File: config.mk
export PLATFORM = sky130hd
export DESIGN_NAME = tagged_length_frame_receiver_top
export DESIGN_NICKNAME = d
export VERILOG_FILES = /design/src/tlfr_pkg.sv /design/src/tlfr_parser.sv /design/src/tagged_length_frame_receiver_top.sv
export SDC_FILE = /design/constraint.sdc
export NUM_CORES = 1
export LEC_CHECK = 0
export ABC_AREA = 1
export BUFFER_PORTS_ARGS = -buffer_cell sky130_fd_sc_hd__buf_2
export CAP_MARGIN = 10
export CELL_PAD_IN_SITES_DETAIL_PLACEMENT = 0
export CELL_PAD_IN_SITES_GLOBAL_PLACEMENT = 1
export CORE_MARGIN = 2
export CORE_UTILIZATION = 41
export CTS_BUF_LIST = sky130_fd_sc_hd__clkbuf_8
export DETAILED_ROUTE_END_ITERATION = 8
export PLACE_DENSITY_LB_ADDON = 0.1
export RECOVER_POWER = 25
export SETUP_SLACK_MARGIN = 0.3
export SYNTH_ARGS = -nofsm -noshare
export SYNTH_HDL_FRONTEND = slang
export SYNTH_SLANG_ARGS = --single-unit
export TNS_END_PERCENT = 30
File: constraint.sdc
create_clock -name clk -period 2.7 [get_ports clk]
set_input_delay 0 -clock clk [delete_from_list [all_inputs] [get_ports clk]]
set_output_delay 0 -clock clk [all_outputs]
set_load 0.05 [all_outputs]
File: src/tlfr_pkg.sv
// ============================================================================
// tlfr_pkg
// Shared types and constants for the tagged length frame receiver.
// ============================================================================
package tlfr_pkg;

    localparam int unsigned BYTE_W  = 8;
    localparam int unsigned WORD_W  = 16;
    localparam int unsigned CFG_IDX_W = 2;

    localparam logic [BYTE_W-1:0] TAG_FIRST_RST  = 8'd83;   // 'S'
    localparam logic [BYTE_W-1:0] TAG_SECOND_RST = 8'd84;   // 'T'
    localparam logic [WORD_W-1:0] MAX_LEN_RST    = 16'd1024;

    typedef enum logic [CFG_IDX_W-1:0] {
        CFG_TAG_FIRST  = 2'd0,
        CFG_TAG_SECOND = 2'd1,
        CFG_MAX_LEN    = 2'd2
    } cfg_idx_t;

    typedef struct packed {
        logic [BYTE_W-1:0] tag_first;
        logic [BYTE_W-1:0] tag_second;
        logic [WORD_W-1:0] max_payload_len;
    } cfg_t;

    typedef struct packed {
        logic              kind;
        logic [BYTE_W-1:0] data_byte;
        logic [WORD_W-1:0] byte_index;
        logic [WORD_W-1:0] packet_number;
        logic [WORD_W-1:0] payload_length;
        logic [WORD_W-1:0] received_crc;
        logic              last;
    } res_t;

endpackage

File: src/tlfr_parser.sv
// ============================================================================
// tlfr_parser
// Frame state machine: tag hunt, header, payload and CRC, one byte per load,
// with the result register.
// ============================================================================
module tlfr_parser
    import tlfr_pkg::*;
(
    input  logic              clk,
    input  logic              rst_n,
    input  logic              load,
    input  logic [BYTE_W-1:0] byte_in,
    input  cfg_t              cfg,
    input  logic              res_ready,
    output logic              res_valid,
    output res_t              res
);

    typedef enum logic [2:0] {
        PH_HUNT    = 3'd0,
        PH_PACKET  = 3'd1,
        PH_LENGTH  = 3'd2,
        PH_PAYLOAD = 3'd3,
        PH_CRC     = 3'd4
    } phase_t;

    phase_t            phase_reg, phase_next;
    logic              first_seen_reg, first_seen_next;
    logic [BYTE_W-1:0] held_reg, held_next;
    logic              sub_reg, sub_next;
    logic [WORD_W-1:0] count_reg, count_next;
    logic [WORD_W-1:0] pkt_reg, pkt_next;
    logic [WORD_W-1:0] len_reg, len_next;
    logic              res_valid_reg, res_valid_next;
    res_t              res_reg, res_next;
    logic              hit;

    logic [WORD_W-1:0] word;
    logic [WORD_W:0]   count_inc;

    assign word      = {held_reg, byte_in};
    assign count_inc = {1'b0, count_reg} + {{WORD_W{1'b0}}, 1'b1};

    always_comb
    begin
        phase_next      = phase_reg;
        first_seen_next = first_seen_reg;
        held_next       = held_reg;
        sub_next        = sub_reg;
        count_next      = count_reg;
        pkt_next        = pkt_reg;
        len_next        = len_reg;
        hit             = 1'b0;
        res_next        = '0;
        res_next.packet_number  = pkt_reg;
        res_next.payload_length = len_reg;

        unique case (phase_reg)
            PH_HUNT:
            begin
                if (byte_in == cfg.tag_first)
                begin
                    first_seen_next = 1'b1;
                end
                else if (first_seen_reg && byte_in == cfg.tag_second)
                begin
                    first_seen_next = 1'b0;
                    sub_next        = 1'b0;
                    phase_next      = PH_PACKET;
                end
                else
                begin
                    first_seen_next = 1'b0;
                end
            end
            PH_PACKET, PH_LENGTH:
            begin
                if (!sub_reg)
                begin
                    held_next = byte_in;
                    sub_next  = 1'b1;
                end
                else
                begin
                    sub_next = 1'b0;
                    if (phase_reg == PH_PACKET)
                    begin
                        pkt_next   = word;
                        phase_next = PH_LENGTH;
                    end
                    else
                    begin
                        len_next = word;
                        if (word == '0 || word > cfg.max_payload_len)
                        begin
                            phase_next      = PH_HUNT;
                            first_seen_next = 1'b0;
                            count_next      = '0;
                        end
                        else
                        begin
                            count_next = '0;
                            phase_next = PH_PAYLOAD;
                        end
                    end
                end
            end
            PH_PAYLOAD:
            begin
                hit                = 1'b1;
                res_next.data_byte = byte_in;
                res_next.byte_index = count_reg;
                count_next         = count_inc[WORD_W-1:0];
                if (count_inc >= {1'b0, len_reg})
                begin
                    sub_next   = 1'b0;
                    phase_next = PH_CRC;
                end
            end
            PH_CRC:
            begin
                if (!sub_reg)
                begin
                    held_next = byte_in;
                    sub_next  = 1'b1;
                end
                else
                begin
                    hit                   = 1'b1;
                    res_next.kind         = 1'b1;
                    res_next.received_crc = word;
                    res_next.last         = 1'b1;
                    phase_next            = PH_HUNT;
                    first_seen_next       = 1'b0;
                    sub_next              = 1'b0;
                    count_next            = '0;
                end
            end
            default:
            begin
                phase_next      = PH_HUNT;
                first_seen_next = 1'b0;
                sub_next        = 1'b0;
                count_next      = '0;
            end
        endcase

        if (load)
        begin
            res_valid_next = hit;
        end
        else
        begin
            res_valid_next = res_valid_reg && !res_ready;
        end
    end

    always_ff @(posedge clk or negedge rst_n)
    begin
        if (!rst_n)
        begin
            phase_reg      <= PH_HUNT;
            first_seen_reg <= 1'b0;
            held_reg       <= '0;
            sub_reg        <= 1'b0;
            count_reg      <= '0;
            pkt_reg        <= '0;
            len_reg        <= '0;
            res_valid_reg  <= 1'b0;
            res_reg        <= '0;
        end
        else
        begin
            res_valid_reg <= res_valid_next;
            if (load)
            begin
                phase_reg      <= phase_next;
                first_seen_reg <= first_seen_next;
                held_reg       <= held_next;
                sub_reg        <= sub_next;
                count_reg      <= count_next;
                pkt_reg        <= pkt_next;
                len_reg        <= len_next;
                if (hit)
                begin
                    res_reg <= res_next;
                end
            end
        end
    end

    assign res_valid = res_valid_reg;
    assign res       = res_reg;

`ifndef SYNTH
    a_payload_index_in_range: assert property (@(posedge clk) disable iff (!rst_n)
        res_valid_reg && !res_reg.kind |-> res_reg.byte_index < res_reg.payload_length)
        else $error("payload index beyond frame length");

    a_count_below_length: assert property (@(posedge clk) disable iff (!rst_n)
        phase_reg == PH_PAYLOAD |-> count_reg < len_reg)
        else $error("payload count reached length inside payload phase");

    a_len_legal_in_payload: assert property (@(posedge clk) disable iff (!rst_n)
        phase_reg == PH_PAYLOAD |-> len_reg != '0)
        else $error("zero length frame entered payload");
`endif

endmodule

File: src/tagged_length_frame_receiver_top.sv
// ============================================================================
// tagged_length_frame_receiver_top
// Byte-stream frame receiver: tag hunt, header, payload beats and
// frame-complete beat with header fields and received CRC.
// ============================================================================
//  channel | direction | handshake           | payload
//  --------+-----------+---------------------+------------------------------
//  in      | input     | in_valid/in_ready   | rx_byte
//  out     | output    | out_valid/out_ready | kind, data_byte, byte_index,
//          |           |                     | packet_number, payload_length,
//          |           |                     | received_crc, last
//  cfg     | input     | cfg_valid/cfg_ready | cfg_index, cfg_data
//
// One beat per cycle sustained while the output is not stalled; the path runs
// through the input register, then the state update into the result register.
// Reset clears the frame state and loads the default tag and length limit.
// A stalled output holds its beat; the input register keeps taking a beat
// as long as the result register is free or being drained.
// cfg_ready is always high.
// ============================================================================
module tagged_length_frame_receiver_top
    import tlfr_pkg::*;
(
    input  logic                 clk,
    input  logic                 rst_n,

    input  logic                 in_valid,
    output logic                 in_ready,
    input  logic [BYTE_W-1:0]    rx_byte,

    output logic                 out_valid,
    input  logic                 out_ready,
    output logic                 kind,
    output logic [BYTE_W-1:0]    data_byte,
    output logic [WORD_W-1:0]    byte_index,
    output logic [WORD_W-1:0]    packet_number,
    output logic [WORD_W-1:0]    payload_length,
    output logic [WORD_W-1:0]    received_crc,
    output logic                 last,

    input  logic                 cfg_valid,
    output logic                 cfg_ready,
    input  logic [CFG_IDX_W-1:0] cfg_index,
    input  logic [WORD_W-1:0]    cfg_data
);

    cfg_t              cfg_reg;
    logic              in_valid_reg;
    logic [BYTE_W-1:0] in_byte_reg;
    logic              advance;
    logic              res_valid;
    res_t              res;

    assign cfg_ready = 1'b1;
    assign advance   = in_valid_reg && (!res_valid || out_ready);
    assign in_ready  = !in_valid_reg || advance;

    always_ff @(posedge clk or negedge rst_n)
    begin
        if (!rst_n)
        begin
            cfg_reg.tag_first       <= TAG_FIRST_RST;
            cfg_reg.tag_second      <= TAG_SECOND_RST;
            cfg_reg.max_payload_len <= MAX_LEN_RST;
        end
        else if (cfg_valid)
        begin
            case (cfg_index)
                CFG_TAG_FIRST:  cfg_reg.tag_first       <= cfg_data[BYTE_W-1:0];
                CFG_TAG_SECOND: cfg_reg.tag_second      <= cfg_data[BYTE_W-1:0];
                CFG_MAX_LEN:    cfg_reg.max_payload_len <= cfg_data;
                default:        ;
            endcase
        end
    end

    always_ff @(posedge clk or negedge rst_n)
    begin
        if (!rst_n)
        begin
            in_valid_reg <= 1'b0;
            in_byte_reg  <= '0;
        end
        else if (in_ready)
        begin
            in_valid_reg <= in_valid;
            if (in_valid)
            begin
                in_byte_reg <= rx_byte;
            end
        end
    end

    tlfr_parser u_parser (
        .clk       (clk),
        .rst_n     (rst_n),
        .load      (advance),
        .byte_in   (in_byte_reg),
        .cfg       (cfg_reg),
        .res_ready (out_ready),
        .res_valid (res_valid),
        .res       (res)
    );

    assign out_valid      = res_valid;
    assign kind           = res.kind;
    assign data_byte      = res.data_byte;
    assign byte_index     = res.byte_index;
    assign packet_number  = res.packet_number;
    assign payload_length = res.payload_length;
    assign received_crc   = res.received_crc;
    assign last           = res.last;

`ifndef SYNTH
    a_last_matches_kind: assert property (@(posedge clk) disable iff (!rst_n)
        out_valid |-> kind == last)
        else $error("last and kind disagree");

    a_end_fields_clear: assert property (@(posedge clk) disable iff (!rst_n)
        out_valid && kind |-> data_byte == '0 && byte_index == '0)
        else $error("frame end carries payload fields");

    a_payload_crc_clear: assert property (@(posedge clk) disable iff (!rst_n)
        out_valid && !kind |-> received_crc == '0)
        else $error("payload beat carries crc");

    a_ready_when_empty: assert property (@(posedge clk) disable iff (!rst_n)
        !out_valid |-> in_ready)
        else $error("input stalled with empty output");
`endif

endmodule

Word level (Yosys, flattened, before mapping)
Index checks and enable logic that the tools add are counted.

Input bits: 31. Flip-flop bits (word level): 177. Output and inout bits: 77. Word-level logic and storage cells: 98.

$lt $le $gt $ge: 2. Reductions and logical operators: 26. Bitwise gates (word level): 4. $add $sub $neg: 1. Equality and inequality tests: 15. Muxes and demuxes: 30.

Operators by type and width (count): $pmux 16 s4 (1); $mux 16 (3); $mux 17 (2); $mux 24 (1); $mux 3 (6); $add 16x1->17 const B (1); $ge 17x16->1 (1); $eq 8x8->1 (2); $gt 16x16->1 (1); $logic_not 16->1 (1); $mux 1 (12); $pmux 3 s4 (1); $reduce_and 4->1 (3); $reduce_and 6->1 (2); $ne 2x1->1 const B (5); $reduce_and 2->1 (5); $eq 3x2->1 const B (2); $reduce_and 5->1 (1); $ne 2x2->1 const B (2); $not 1->1 (4); $pmux 1 s4 (1); $eq 3x1->1 const B (1); $eq 3x3->1 const B (1); $logic_and 1x1->1 (3); other kinds (12) (16).

Depth between registers and ports, before layout
Depth in word-level cells: 6. Depth in mapped cells: 23. Gate-level depth less buffers: 23.

By module
A second synthesis with hierarchy kept.

Cells, all modules: 909. Area, all modules: 8380.5 µm².

Modules (own cells, without submodules): tlfr_parser (area an instance 6713.9 µm², instances 1, cells each 745, seq. area each 3378.2 µm²); tagged_length_frame_receiver_top (area an instance 1666.6 µm², instances 1, cells each 164, seq. area each 1036.0 µm²).

Worst setup path after synthesis
OpenSTA, ideal clock, no wires.

Path type: reg2reg. Start point: register u_parser.count_reg[0]. End point: register u_parser.phase_reg[0]. Setup time: 119 ps. Required time: 2581 ps. Slack: 102 ps. Cell stages (with the launch flop): 24. Clock period less this slack: 2598 ps. Buffers on the path: 0. Arrival: 2478 ps. Path through: dfrtp_1 ha_1 nand2_1 nor2_2 nand3_2 nor2_4 nand2_2 nor2_4 xor2_1 inv_1 ha_1 nand2_1 inv_1 nand2_1 nor2_1 a21oi_1 nand2_1 nand2_1 nand2_1 nand2_1 nand2_1 nand3_1 nand2_1 nand2_1.

Cells in the longest elaborated chain, start to end: 4.

RTL lines: start: declaration (line tlfr_parser.sv:31) `logic [WORD_W-1:0] count_reg, count_next;`; start signal: assignment (line tlfr_parser.sv:181) `count_reg <= count_next;`; $add 16x1->17 (line tlfr_parser.sv:42) `assign count_inc = {1'b0, count_reg} + {{WORD_W{1'b0}}, 1'b1};`; $ge 17x16->1 (line tlfr_parser.sv:114) `if (count_inc >= {1'b0, len_reg})`; $ne 2x1->1 (no source line); $reduce_and 6->1 (no source line); end signal: assignment (line tlfr_parser.sv:177) `phase_reg <= phase_next;`; end: declaration (line tlfr_parser.sv:27) `phase_t phase_reg, phase_next;`.

Every way passes these cells. A chain may end at the register's enable or synchronous reset.

Worst setup path in the final report
Start point: register u_parser.count_reg[0]. End point: register u_parser.phase_reg[1].

Same word-level chain as after synthesis.

==> out/summary.txt <==
DRC = 0
synthesized flop and latch total = 176
PnR worst setup slack = -2.245 ps
reg2reg setup slack = -2 ps
peak supply drop = 412.4 µV
area grow syn2layout = 20.35%
post-synthesis net count = 979
overall die area = 0.02089 mm²
EDFF count, synth = 0
Final Hold Viols = 0
final cell count without fillers = 1344
critical path class = flip-flop to flip-flop
cell count after synthesis = 915
top cells by area, synth = dfrtp_1 (52%), nand2_1 (11%), o21ai_0 (6.3%)
Finish-stage setup viols = 1
Ys Warns = 0
Hold Crit Class = primary input to flip-flop
skew final = 22.23 ps
Overall Power = 0.01023 W
Worst setup SP type = flip-flop
CTS tree = done
share of cells above drive strength 1 = 20.02%
RSZ-0062 raised after global routing = true
placed instance area = 0.008940 mm²
later-pin clock latency in the skew report = 460 ps
initial DRC count = 299
Synth Cell Area = 0.008097 mm²
Overflow after GRT = 0
Avg Inst Size Synth = 8.849 µm²
chip width = 144.5 µm
chip height = 144.5 µm
Worst Tran Pin Value = 1640 ps
initial antenna violation count = 0
Worst Path Required = 3050 ps
fin crit period = 2702 ps
Comb power frac = 43.0%
switching power total = 0.004853 W
# IOs = 108
Initial DRT Pass Iterations = 5
GR Util All Layers = 20.24%
final wirelength = 20.03 mm
Cell variety after synth = 38
top sig layer = met4
Crit Path Max Fanout = 5
CTS Buffer Depth = 2
most frequent cells in the layout = nand2_1 (237), dfrtp_1 (168), inv_1 (120)
cell taking the most area after synthesis = dfrtp_1
Sink Count = 176
ys async rst share = 100.0%
Rel. slew slack = -9.322%
first-pass GRT wire length = 32.24 mm
Largest register FFs = 73
Max Fclk = 0.3701 GHz
gp weighted congestion = 0.7855
final count of pins violating max slew = 63
DP Cell Count = 1272
ys flop type = dfrtp_1
DR vias = 6204
CP arrival = 3050 ps
Net count, final = 1130
starting density of the core = 41.74%
Seq/Total Area, Yosys = 54.52%
status = finished, violations left
wire length on met2 = 9.317 mm
Port Buffers = 106
clock network fraction of total power = 16.8%
diode count = 0
Int Pwr = 0.005379 W
Sequential Power Share = 40.2%
Clock transition at path regs = 100 ps
M1 WL = 9.861 mm
final worst path period share = 100.1%
vias in the first global route = 6047
setup TNS = -2.245 ps
root buffer cell = clkbuf_8
PD cells = 1050 mW/mm²
max_cap viols = 1
Finished Cell Area = 0.009744 mm²
Worst setup EP type = flip-flop
Num CTS Buffers = 17
most common cell after layout, fill and taps aside = nand2_1
H-tree levels = 4
post-synth top area share = 51.92%
Vias/cell = 4.616
Sw Ratio = 47.43%
WL/cell = 14.90 µm
Core Area = 0.01940 mm²
hpwl dp = 13.84 mm
metal3 WL = 637 µm
largest net degree at the start of global routing = 67
Antenna Violating Nets Remaining = 0
failing checks = max-capacitance violations, max-slew violations, negative setup slack
Row Count = 51
leak pwr = 5.146 nW
[logic make-up (layout without fill, tap and decap cells)]
group	Yosys count	after routing	share of synthesized area, %
AOI/OAI and AO/OA	189	189	12.41
xor gates and xnor gates	15	15	1.623
adders and majority gates	33	33	5.100
buffers and inverters	159	323	8.159
DFF	176	176	54.52
other	1	1	0.04632
and+or+nand+nor	342	342	18.14
[layout make-up]
cell class	instances	area, µm²
timing repair buffer	164	1035
clock inverter	15	127.6
sequential	176	4414
multi-input combinational	580	3124
fill	1973	9654
inverter	127	478.0
tap	265	331.6
clock buffer	17	234.0
[synth_stat cells (3+ instances only)]
master / n
xor2_1: 11
buf_4: 4
nand2_2: 3
inv_1: 124
nor2_1: 45
dfrtp_1: 168
clkbuf_1: 20
o22ai_1: 8
nor2_2: 4
a21oi_1: 28
nand3_1: 16
dfstp_2: 8
nand4_1: 10
or2_2: 3
a22o_1: 8
ha_1: 33
nand2_1: 241
xnor2_1: 4
o21ai_2: 3
nor2_4: 4
o21ai_1: 37
buf_6: 6
nor4_1: 4
nor3_1: 4
o21ai_0: 102
[stage by stage]
step	hold slack (ps)	utilization (%)	setup WS, ps
5_1_grt	103.6	50.23	-251.3
4_1_cts	40.96	49.51	-34.79
3_5_place_dp	30.51	46.08	-44.34
6_report	67.98	50.23	-2.245
3_3_place_gp	32.21	46.08	11.10
2_1_floorplan	-295.6	-	131.0
[what timing repair did]
action                                  4_1_cts  5_1_grt
hold endpoints to repair                    118        0
gates resized for setup                       1       23
buffers inserted                              5        9
pin swaps                                     2       23
hold buffers                                 26        0
endpoints found under the setup margin        4        4
[worst max-delay path, cell delays in order, from the launching register on]
cell and delay, ps:
dfrtp_1 380, ha_2 200, nand2_2 70, nor2_4 110
nand3_2 100, nor2_4 140, nand2_4 70, nor2_4 150
xor2_2 180, inv_2 70, ha_4 270, nand2_2 40
inv_2 50, nand2_2 50, nor2_2 70, a21oi_1 60
nand2_1 70, nand2_1 50, nand2_1 50, nand2_1 50
nand2_2 120, nand3_2 100, nand2_1 90, nand2_1 50
[final timing paths]
kind,start,endpoint,cells after the start
min,in_valid,in_valid_reg$_DFFE_PN0N_,3
max in group asynchronous,rst_n,cfg_reg[0]$_DFFE_PN0P_,3
min reg2reg,u_parser.res[49]$_DFFE_PN0P_,u_parser.res[49]$_DFFE_PN0P_,2
max,u_parser.count_reg[0]$_DFFE_PN0P_,u_parser.phase_reg[1]$_DFFE_PN0P_,23
min in group asynchronous,rst_n,u_parser.res[10]$_DFFE_PN0P_,2
max reg2reg,u_parser.count_reg[0]$_DFFE_PN0P_,u_parser.phase_reg[1]$_DFFE_PN0P_,23
[power by group through the flow]
| stage | clock (W) | combinational, W | sequential (W) |
|---|---|---|---|
| 2_1_floorplan | 0 | 0.00188 | 0.00539 |
| 3_3_place_gp | 0 | 0.00429 | 0.00416 |
| 3_5_place_dp | 0 | 0.00433 | 0.00416 |
| 4_1_cts | 0.00178 | 0.00440 | 0.00412 |
| 5_1_grt | 0.00188 | 0.00492 | 0.00424 |
| 6_report | 0.00172 | 0.00440 | 0.00412 |
[metal layers]
| metal | track usage, % | up-vias |
|---|---|---|
| met5 | 0 | - |
| met4 | 4.292 | 0 |
| met3 | 3.907 | 13 |
| met2 | 32.80 | 98 |
| met1 | 28.41 | 2864 |
| li1 | - | 3229 |
No activity file was read; power rests on OpenSTA's default activity.
